**src/rtl/assert_macros.svh**
```systemverilog
// ----------------------------------------------------------------------------
// assert_macros.svh
// Shared concurrent assertion macros for the escape encoder RTL
// ----------------------------------------------------------------------------
`ifndef ASSERT_MACROS_SVH
`define ASSERT_MACROS_SVH

// check that holds on every clock edge outside reset
`define SEC_ASSERT_ALWAYS(label, expr, msg) \
    label: assert property (@(posedge aclk) disable iff (!aresetn) (expr)) \
        else $error(msg);

// check that a condition implies a consequence in the same cycle
`define SEC_ASSERT_IMPLY(label, cond, expr, msg) \
    label: assert property (@(posedge aclk) disable iff (!aresetn) (cond) |-> (expr)) \
        else $error(msg);

`endif

```
**src/rtl/sec_pkg.sv**
```systemverilog
// ----------------------------------------------------------------------------
// sec_pkg
// Types, character constants and helper functions for the escape encoder
// ----------------------------------------------------------------------------
package sec_pkg;

    // most escaped bytes one input transaction can produce
    localparam int MAX_OUT   = 6;
    localparam int ESC_LEN   = 4;
    localparam int CNT_W     = $clog2(MAX_OUT + 1);
    localparam int IDX_W     = $clog2(MAX_OUT);
    localparam int ESC_IDX_W = $clog2(ESC_LEN);

    // character codes
    localparam logic [7:0] CH_BSLASH = 8'h5C;
    localparam logic [7:0] CH_DQUOTE = 8'h22;
    localparam logic [7:0] CH_SQUOTE = 8'h27;
    localparam logic [7:0] CH_X      = 8'h78;
    localparam logic [7:0] CH_ZERO   = 8'h30;
    localparam logic [7:0] CH_LO_A   = 8'h61;
    localparam logic [7:0] CH_UP_A   = 8'h41;
    localparam logic [7:0] CH_ESC    = 8'h1B;
    localparam logic [7:0] PRINT_LO  = 8'd32;
    localparam logic [7:0] PRINT_HI  = 8'd126;
    localparam logic [3:0] NIB_TEN   = 4'd10;

    typedef logic [7:0] byte_t;

    // expanded form of one input transaction
    typedef struct packed {
        byte_t [MAX_OUT-1:0] bytes;
        logic  [CNT_W-1:0]   cnt;
        logic                last;
    } sec_exp_t;

    // one hex digit from a nibble
    function automatic byte_t nibble_hex(input logic [3:0] nib, input logic upper);
        byte_t base;
        base = upper ? CH_UP_A : CH_LO_A;
        if (nib < NIB_TEN) begin
            return CH_ZERO + {4'h0, nib};
        end
        return base + {4'h0, nib - NIB_TEN};
    endfunction

endpackage

```
**src/rtl/sec_expand.sv**
```systemverilog
// ----------------------------------------------------------------------------
// sec_expand
// Turns one raw byte with its string marks into the escaped byte sequence
// ----------------------------------------------------------------------------
module sec_expand import sec_pkg::*; (
    input  logic     hex_uppercase,
    input  logic [7:0] in_byte,
    input  logic     first_byte,
    input  logic     last_byte,
    input  logic     add_quotes,
    input  logic     empty_string,
    output sec_exp_t expanded
);

    logic                 first_eff;
    logic                 last_eff;
    logic                 q_open;
    logic                 q_close;
    logic                 named;
    byte_t                letter;
    byte_t [ESC_LEN-1:0]  esc;
    logic  [CNT_W-1:0]    esc_len;

    // named escape decoder
    always_comb begin
        named  = 1'b1;
        letter = in_byte;
        unique case (in_byte)
            CH_BSLASH, CH_DQUOTE, CH_SQUOTE: letter = in_byte;
            8'd10:  letter = 8'h6E; // n
            8'd13:  letter = 8'h72; // r
            8'd9:   letter = 8'h74; // t
            8'd12:  letter = 8'h66; // f
            8'd0:   letter = 8'h30; // 0
            8'd8:   letter = 8'h62; // b
            8'd7:   letter = 8'h61; // a
            8'd11:  letter = 8'h76; // v
            CH_ESC: letter = 8'h65; // e
            default: named = 1'b0;
        endcase
    end

    // escape body; unused slots hold a double quote so the closing quote
    // lands right after the body without a separate mux
    always_comb begin
        first_eff = empty_string | first_byte;
        last_eff  = empty_string | last_byte;
        q_open    = first_eff & add_quotes;
        q_close   = last_eff & add_quotes;
        for (int k = 0; k < ESC_LEN; k++) begin
            esc[k] = CH_DQUOTE;
        end
        if (empty_string) begin
            esc_len = CNT_W'(0);
        end else if (named) begin
            esc_len = CNT_W'(2);
            esc[0]  = CH_BSLASH;
            esc[1]  = letter;
        end else if (in_byte < PRINT_LO || in_byte > PRINT_HI) begin
            esc_len = CNT_W'(4);
            esc[0]  = CH_BSLASH;
            esc[1]  = CH_X;
            esc[2]  = nibble_hex(in_byte[7:4], hex_uppercase);
            esc[3]  = nibble_hex(in_byte[3:0], hex_uppercase);
        end else begin
            esc_len = CNT_W'(1);
            esc[0]  = in_byte;
        end
    end

    // place the body after the optional opening quote
    always_comb begin
        for (int i = 0; i < MAX_OUT; i++) begin
            expanded.bytes[i] = CH_DQUOTE;
            if (q_open) begin
                if (i >= 1 && i <= ESC_LEN) begin
                    expanded.bytes[i] = esc[ESC_IDX_W'(i - 1)];
                end
            end else if (i < ESC_LEN) begin
                expanded.bytes[i] = esc[ESC_IDX_W'(i)];
            end
        end
        expanded.cnt  = {{(CNT_W-1){1'b0}}, q_open} + esc_len
                      + {{(CNT_W-1){1'b0}}, q_close};
        expanded.last = last_eff;
    end

endmodule

```
**src/rtl/string_escape_encoder_core.sv**
```systemverilog
// ----------------------------------------------------------------------------
// string_escape_encoder_core
// C string literal escaper: one raw byte in, its escaped bytes out one by one
// ----------------------------------------------------------------------------
//  channel   direction  handshake              payload
//  s_        in         s_valid / s_ready      in_byte, first/last, quotes, empty
//  m_        out        m_valid / m_ready      out_byte, last_of_item, end_of_string
//  cfg_      in         cfg_valid / cfg_ready  hex_uppercase in cfg_data[0]
//
//  An item of n escaped bytes (0 to 6) holds the item register until all n
//  bytes have gone to the output register, which delivers one byte per cycle
//  while m_ready allows; items that escape to a single byte flow at one per
//  cycle through the item and output registers. Items that produce no byte
//  are taken and dropped. Reset is synchronous on aresetn low; it empties both
//  registers and clears hex_uppercase. A stall on m_ready holds the output byte
//  and the item register; s_ready stays high while the item register is free.
// ----------------------------------------------------------------------------
module string_escape_encoder_core import sec_pkg::*; (
    input  logic       aclk,
    input  logic       aresetn,
    // input transactions
    input  logic       s_valid,
    output logic       s_ready,
    input  logic [7:0] s_in_byte,
    input  logic       s_first_byte,
    input  logic       s_last_byte,
    input  logic       s_add_quotes,
    input  logic       s_empty_string,
    // result transactions
    output logic       m_valid,
    input  logic       m_ready,
    output logic [7:0] m_out_byte,
    output logic       m_last_of_item,
    output logic       m_end_of_string,
    // configuration
    input  logic       cfg_valid,
    output logic       cfg_ready,
    input  logic       cfg_data
);

    `include "assert_macros.svh"

    logic                 hex_uppercase_reg;
    sec_exp_t             expanded;

    logic                 a_valid_reg;
    byte_t [MAX_OUT-1:0]  a_bytes_reg;
    logic  [CNT_W-1:0]    a_cnt_reg;
    logic  [IDX_W-1:0]    a_idx_reg;
    logic                 a_last_reg;

    logic                 m_valid_reg;
    byte_t                m_byte_reg;
    logic                 m_last_item_reg;
    logic                 m_end_reg;

    logic                 out_load;
    logic  [CNT_W-1:0]    a_idx_ext;
    logic                 a_final;
    logic                 s_accept;

    // configuration register
    assign cfg_ready = 1'b1;
    always_ff @(posedge aclk) begin
        if (!aresetn) begin
            hex_uppercase_reg <= 1'b0;
        end else if (cfg_valid) begin
            hex_uppercase_reg <= cfg_data;
        end
    end

    // escape expansion of the incoming transaction
    sec_expand u_expand (
        .hex_uppercase (hex_uppercase_reg),
        .in_byte       (s_in_byte),
        .first_byte    (s_first_byte),
        .last_byte     (s_last_byte),
        .add_quotes    (s_add_quotes),
        .empty_string  (s_empty_string),
        .expanded      (expanded)
    );

    // handshake control
    assign out_load  = !m_valid_reg || m_ready;
    assign a_idx_ext = CNT_W'(a_idx_reg);
    assign a_final   = (a_idx_ext == a_cnt_reg - CNT_W'(1));
    assign s_ready   = !a_valid_reg || (out_load && a_final);
    assign s_accept  = s_valid && s_ready;

    // item register
    always_ff @(posedge aclk) begin
        if (!aresetn) begin
            a_valid_reg <= 1'b0;
            a_idx_reg   <= '0;
        end else if (s_accept) begin
            a_valid_reg <= (expanded.cnt != CNT_W'(0));
            a_idx_reg   <= '0;
        end else if (a_valid_reg && out_load) begin
            if (a_final) begin
                a_valid_reg <= 1'b0;
            end else begin
                a_idx_reg <= a_idx_reg + IDX_W'(1);
            end
        end
    end

    always_ff @(posedge aclk) begin
        if (s_accept) begin
            a_bytes_reg <= expanded.bytes;
            a_cnt_reg   <= expanded.cnt;
            a_last_reg  <= expanded.last;
        end
    end

    // output register
    always_ff @(posedge aclk) begin
        if (!aresetn) begin
            m_valid_reg <= 1'b0;
        end else if (out_load) begin
            m_valid_reg <= a_valid_reg;
        end
    end

    always_ff @(posedge aclk) begin
        if (out_load) begin
            m_byte_reg      <= a_bytes_reg[a_idx_reg];
            m_last_item_reg <= a_final;
            m_end_reg       <= a_final && a_last_reg;
        end
    end

    assign m_valid         = m_valid_reg;
    assign m_out_byte      = m_byte_reg;
    assign m_last_of_item  = m_last_item_reg;
    assign m_end_of_string = m_end_reg;

    // assertions
    `SEC_ASSERT_IMPLY(a_cnt_nonzero, a_valid_reg, a_cnt_reg != CNT_W'(0), "held item has no bytes")
    `SEC_ASSERT_IMPLY(a_idx_in_range, a_valid_reg, a_idx_ext < a_cnt_reg, "byte index past item end")
    `SEC_ASSERT_IMPLY(end_implies_last, m_valid && m_end_of_string, m_last_of_item, "end not last")
    `SEC_ASSERT_ALWAYS(free_means_ready, a_valid_reg || s_ready, "free item register not ready")

endmodule
```
**config.mk**
```make
export PLATFORM = sky130hd
export DESIGN_NAME = string_escape_encoder_core
export DESIGN_NICKNAME = d
export VERILOG_FILES = /design/src/rtl/sec_pkg.sv /design/src/rtl/sec_expand.sv /design/src/rtl/string_escape_encoder_core.sv
export VERILOG_INCLUDE_DIRS = /design/src /design/src/rtl
export SDC_FILE = /design/constraint.sdc
export NUM_CORES = 1
export LEC_CHECK = 0
export CORE_MARGIN = 1
export CORE_UTILIZATION = 37
export DETAILED_ROUTE_END_ITERATION = 8
export DONT_BUFFER_PORTS = 1
export PLACE_DENSITY = 0.47
export SLEW_MARGIN = 20
export SYNTH_ARGS = -nofsm -noshare
export SYNTH_HDL_FRONTEND = slang
export SYNTH_HIERARCHICAL = 1
export SYNTH_SLANG_ARGS = --single-unit
```
**constraint.sdc**
```tcl
create_clock -name aclk -period 6 [get_ports aclk]
set_input_delay 1.2 -clock aclk [delete_from_list [all_inputs] [get_ports aclk]]
set_output_delay 1.2 -clock aclk [all_outputs]
set_load 0.01 [all_outputs]
```
-- Word-level counts from Yosys, hierarchy flattened
Cells that the tools add are included.
- bits in registers: 44
- input bits: 18
- word-level logic and storage cells: 91
- $add $sub $neg: 10
- $lt $le $gt $ge: 5
- eq/ne operators: 12
- multiplexer cells: 29
- bitwise gates (word level): 6
- reductions and logical operators: 17
- operators with widths (operator ; count):
    case mux 8 bit (9 select lines) ; 1
    2-to-1 mux 8 bit ; 8
    equality test 8 x 4 -> 1 bit, second input constant ; 6
    2-to-1 mux 16 bit ; 2
    binary-select mux 8 bit (select 3 bit) ; 1
    2-to-1 mux 24 bit ; 1
    adder 8 x 4 -> 8 bit ; 2
    equality test 8 x 6 -> 1 bit, second input constant ; 2
    adder 6 x 4 -> 7 bit, first input constant ; 2
    2-to-1 mux 1 bit ; 12
    OR reduction 12 bit ; 1
    2-to-1 mux 3 bit ; 3
    equality test 8 x 3 -> 1 bit, second input constant ; 1
    equality test 8 x 5 -> 1 bit, second input constant ; 1
    equality test 8 x 7 -> 1 bit, second input constant ; 1
    greater-than comparator 8 x 7 -> 1 bit, second input constant ; 1
    logical NOT 8 bit ; 1
    less-than comparator 4 bit, second input constant ; 2
    less-than comparator 8 x 6 -> 1 bit, second input constant ; 1
    subtractor 4 bit, second input constant ; 2
    2-to-1 mux 6 bit ; 1
    logical AND 1 bit ; 4
    less-than comparator 3 x 4 -> 1 bit, second input constant ; 1
    AND reduction 2 bit ; 2
    other kinds (13) ; 20

-- Depth between registers and ports, before layout
- word-level depth: 10
- mapped depth: 12
- depth with buffers taken out: 10

-- By module
Netlist, hierarchy kept.
- by module, submodules not included (module ; times used ; cells each ; area each (um^2)):
    string_escape_encoder_core ; 1 ; 141 ; 2640.0
    sec_expand ; 1 ; 136 ; 853.3

-- Worst setup path after synthesis
Ideal clock, no wire load.
- kind: input port to flip-flop
- from: input port m_ready
- to: register a_bytes_reg[0] in the netlist's numbering (enable)
- setup time: 0.415 ns
- data arrival time: 3.152 ns
- data required time: 5.585 ns
- slack: 2.433 ns
- cell stages on the path: 3
- cell sequence: nand2b_1 a21o_1 and2_1
- cells in the longest elaborated chain, start to end: 4
- RTL lines (element ; line ; RTL):
    start: declaration ; string_escape_encoder_core.sv:31 ; input logic m_ready,
    logical OR 1 bit ; string_escape_encoder_core.sv:84 ; assign out_load = !m_valid_reg || m_ready;
    logical AND 1 bit ; string_escape_encoder_core.sv:87 ; assign s_ready = !a_valid_reg || (out_load && a_final);
    logical OR 1 bit ; string_escape_encoder_core.sv:87 ;
    named net s_ready ; string_escape_encoder_core.sv:23 ; output logic s_ready,
    logical AND 1 bit ; string_escape_encoder_core.sv:88 ; assign s_accept = s_valid && s_ready;
    named net s_accept ; string_escape_encoder_core.sv:60 ; logic s_accept;
    end signal: assignment ; string_escape_encoder_core.sv:109 ; a_bytes_reg <= expanded.bytes;
    end: declaration ; string_escape_encoder_core.sv:47 ; byte_t [MAX_OUT-1:0] a_bytes_reg;
The timed path passes the listed nets, and every way through them passes these cells.
A chain may end at the register's enable or synchronous reset.

-- Final worst setup path
- from: input port m_ready
- to: output port s_ready
- cells in the longest elaborated chain, start to end: 3
- RTL lines (element ; line):
    logical OR 1 bit ; string_escape_encoder_core.sv:84
    logical AND 1 bit ; string_escape_encoder_core.sv:87
    logical OR 1 bit ; string_escape_encoder_core.sv:87
    end: declaration ; string_escape_encoder_core.sv:23
Every way passes these cells.

==> PnR_summary.wiki <==
{| class="wikitable"
! Metric !! Value
|-
| Run status || finished, final reports clean
|-
| Vias in the first global route || 1881
|-
| Slew margin rel. || 0.400
|-
| Met1 routing resource usage after global routing || 0.165
|-
| Sum of routed wire length over all layers || 5.72 mm
|-
| Biggest cell delay along the critical path || 0.60 ns
|-
| Core ar. || 8890 sq um
|-
| Sequential Power Share || 0.532
|-
| CP max FO || 15
|-
| Share of the cycle needed by the critical path after routing || 0.546
|-
| Total power consumption of the routed design || 1.10 mW
|-
| Maximum number of pins on one net before global-route repair || 39
|-
| Buffer type at the clock tree root || sky130_fd_sc_hd__clkbuf_8
|-
| Antenna violations before repair || 0
|-
| Kind of end point of the critical path || output port
|-
| First DRT Iteration DRCs || 94
|-
| Post-Synthesis Cell Area || 3460 sq um
|-
| Min-delay worst type || reg -> reg
|-
| Die Span X || 98.7 um
|-
| Power per unit of standard cell area || 304 nW/um^2
|-
| Final cell area excluding filler cells || 3620 sq um
|-
| Crit path DAT || 2.08 ns
|-
| Post-Route Skew || 0.00991 ns
|-
| Worst path setup slack after routing || 2.72 ns
|-
| Share of post-route cells with drive strength above 1 || 0.131
|-
| I/O pin total || 31
|-
| RSZ-0062 raised after global routing || false
|-
| Number of cells produced by synthesis || 274
|-
| Longest Clk Path Bufs || 2
|-
| Slowest cell on the critical path || sky130_fd_sc_hd__nand2b_1
|-
| Global-route wire length before repair || 9.40 mm
|-
| Max-slew violation total from the final report || 0
|-
| Post-CTS setup-driven buffer insertion count || 0
|-
| Accumulated negative setup slack || 0 ns
|-
| Synth-to-Final Area Change || 4.63%
|-
| Internal power || 848 uW
|-
| Total of fill cells in the finished design || 844
|-
| Total cell area at the placement stage || 3410 sq um
|-
| PortBufs || 0
|-
| H-tree level count || 3
|-
| Global-route met2 utilization || 0.193
|-
| Yosys warning count || 6
|-
| Gp weighted congestion || 0.785
|-
| Number of inserted diodes || 0
|-
| Startpoint Class || input pin
|-
| Post-route DRC || 0
|-
| Post-detailed-route wirelength per cell || 15.0 um
|-
| Die area || 9730 sq um
|-
| Final setup violation count || 0
|-
| Clock-pin slew on the worst setup and hold paths || 0.08 ns
|-
| Mean post-synth cell area || 12.6 sq um
|-
| Final #Nets || 291
|-
| Flip-flop count of the largest register, all copies and words added || 48
|-
| Required time of the critical path || 4.80 ns
|-
| WP buf/inv || 0
|-
| Max-Cap Viols || 0
|-
| Aggregate global-route resource usage || 0.129
|-
| Global-route layer with the greatest usage || met2
|-
| CTS resizes || 0
|-
| Pre-CTS WS || 2.58 ns
|-
| Core Rows || 34
|-
| Final min period || 3.28 ns
|-
| Net switching component of the power || 252 uW
|-
| GRT overflow || 0
|-
| CTS buffer count || 9
|-
| Highest clock frequency the design can meet || 305 MHz
|-
| CP Class || in -> out
|-
| Total via count after detailed routing || 1887
|-
| Antenna-violating nets left || 0
|-
| Lkg Pwr || 1.30 nW
|-
| Estimated wirelength of the detail-placed design || 3.90 mm
|-
| Cell-by-cell trace of the critical path || nand2b_1 -> a21o_1
|-
| Number of sinks driven by the clock tree || 67
|-
| Drt via density || 4.94
|-
| Share of the core filled with cells || 0.407
|-
| Top delay family on crit path || simple AND/OR/NAND/NOR gates
|-
| Met3 global-route usage || 0.0440
|-
| Pin slew with the least headroom to its limit || 0.892 ns
|-
| Clock tree from TritonCTS || built
|-
| Final Hold Viols || 0
|-
| Initial Util || 0.389
|-
| Proportion of power drawn by combinational gates || 0.108
|-
| CTS Hold Buffers Added || 0
|-
| Power share of the clock group || 0.361
|-
| Chip height || 98.7 um
|-
| Maximum vdd drop || 0.000145 V
|-
| Switching part of the total || 0.229
|-
| Skew-Pair Late Insertion Delay || 0.34 ns
|-
| Detailed-router iteration count before antenna repair || 4
|}
routing by layer:
metal | wire (um) | vias up
li1 | - | 947
met1 | 2800 | 891
met2 | 2550 | 39
met3 | 241 | 10
met4 | 134 | 0
met5 | 0 | -
stage by stage:
stage	hold slack [ns]	instances
final	0.567	382
after global routing	0.607	382
after CTS	0.565	382
after detailed placement	0.553	366
after global placement	0.549	366
after floorplan	0.497	299
worst paths after layout:
kind                                                 from                        end  slack [ns]  cells past startpoint
worst min register to register   a_valid_reg$_SDFFE_PN0P_       m_valid$_SDFFE_PN0P_        0.57                      2
worst min-delay path             a_valid_reg$_SDFFE_PN0P_       m_valid$_SDFFE_PN0P_        0.57                      2
worst max register to register  a_idx_ext[2]$_SDFFE_PP0P_  a_bytes_reg[35]$_DFFE_PP_        3.08                      5
worst max-delay path                              m_ready                    s_ready        2.72                      2
cell usage in the layout, fill, tap and decap left out, types with 5 or more instances in the layout:
cell,n
sky130_fd_sc_hd__nand2_1,12
sky130_fd_sc_hd__nand3_1,8
sky130_fd_sc_hd__clkbuf_8,9
sky130_fd_sc_hd__nor3_1,8
sky130_fd_sc_hd__a21oi_1,5
sky130_fd_sc_hd__mux2i_1,9
sky130_fd_sc_hd__conb_1,28
sky130_fd_sc_hd__edfxtp_1,62
sky130_fd_sc_hd__inv_1,19
sky130_fd_sc_hd__mux4_2,8
sky130_fd_sc_hd__o22ai_1,8
sky130_fd_sc_hd__nor2_1,17
sky130_fd_sc_hd__dfxtp_1,5
power groups by stage:
| stage | clock network [mW] | logic, mW | registers [mW] |
|---|---|---|---|
| after floorplan | 0 | 0.119 | 0.592 |
| after detailed placement | 0 | 0.120 | 0.596 |
| after global routing | 0.425 | 0.133 | 0.589 |
| after global placement | 0 | 0.120 | 0.595 |
| after CTS | 0.406 | 0.121 | 0.586 |
| final | 0.397 | 0.118 | 0.585 |
layout make-up:
cell class                 instances  area [sq um]  area share
clock buffer                      11           131      0.0363
inverter                          19          71.3      0.0197
tap                              108           135      0.0374
timing repair buffer               2          15.0     0.00415
sequential                        67          1960       0.542
clock inverter                     5          77.6      0.0214
multi-input combinational        170          1220       0.339
(Power assumes the default switching activity.)
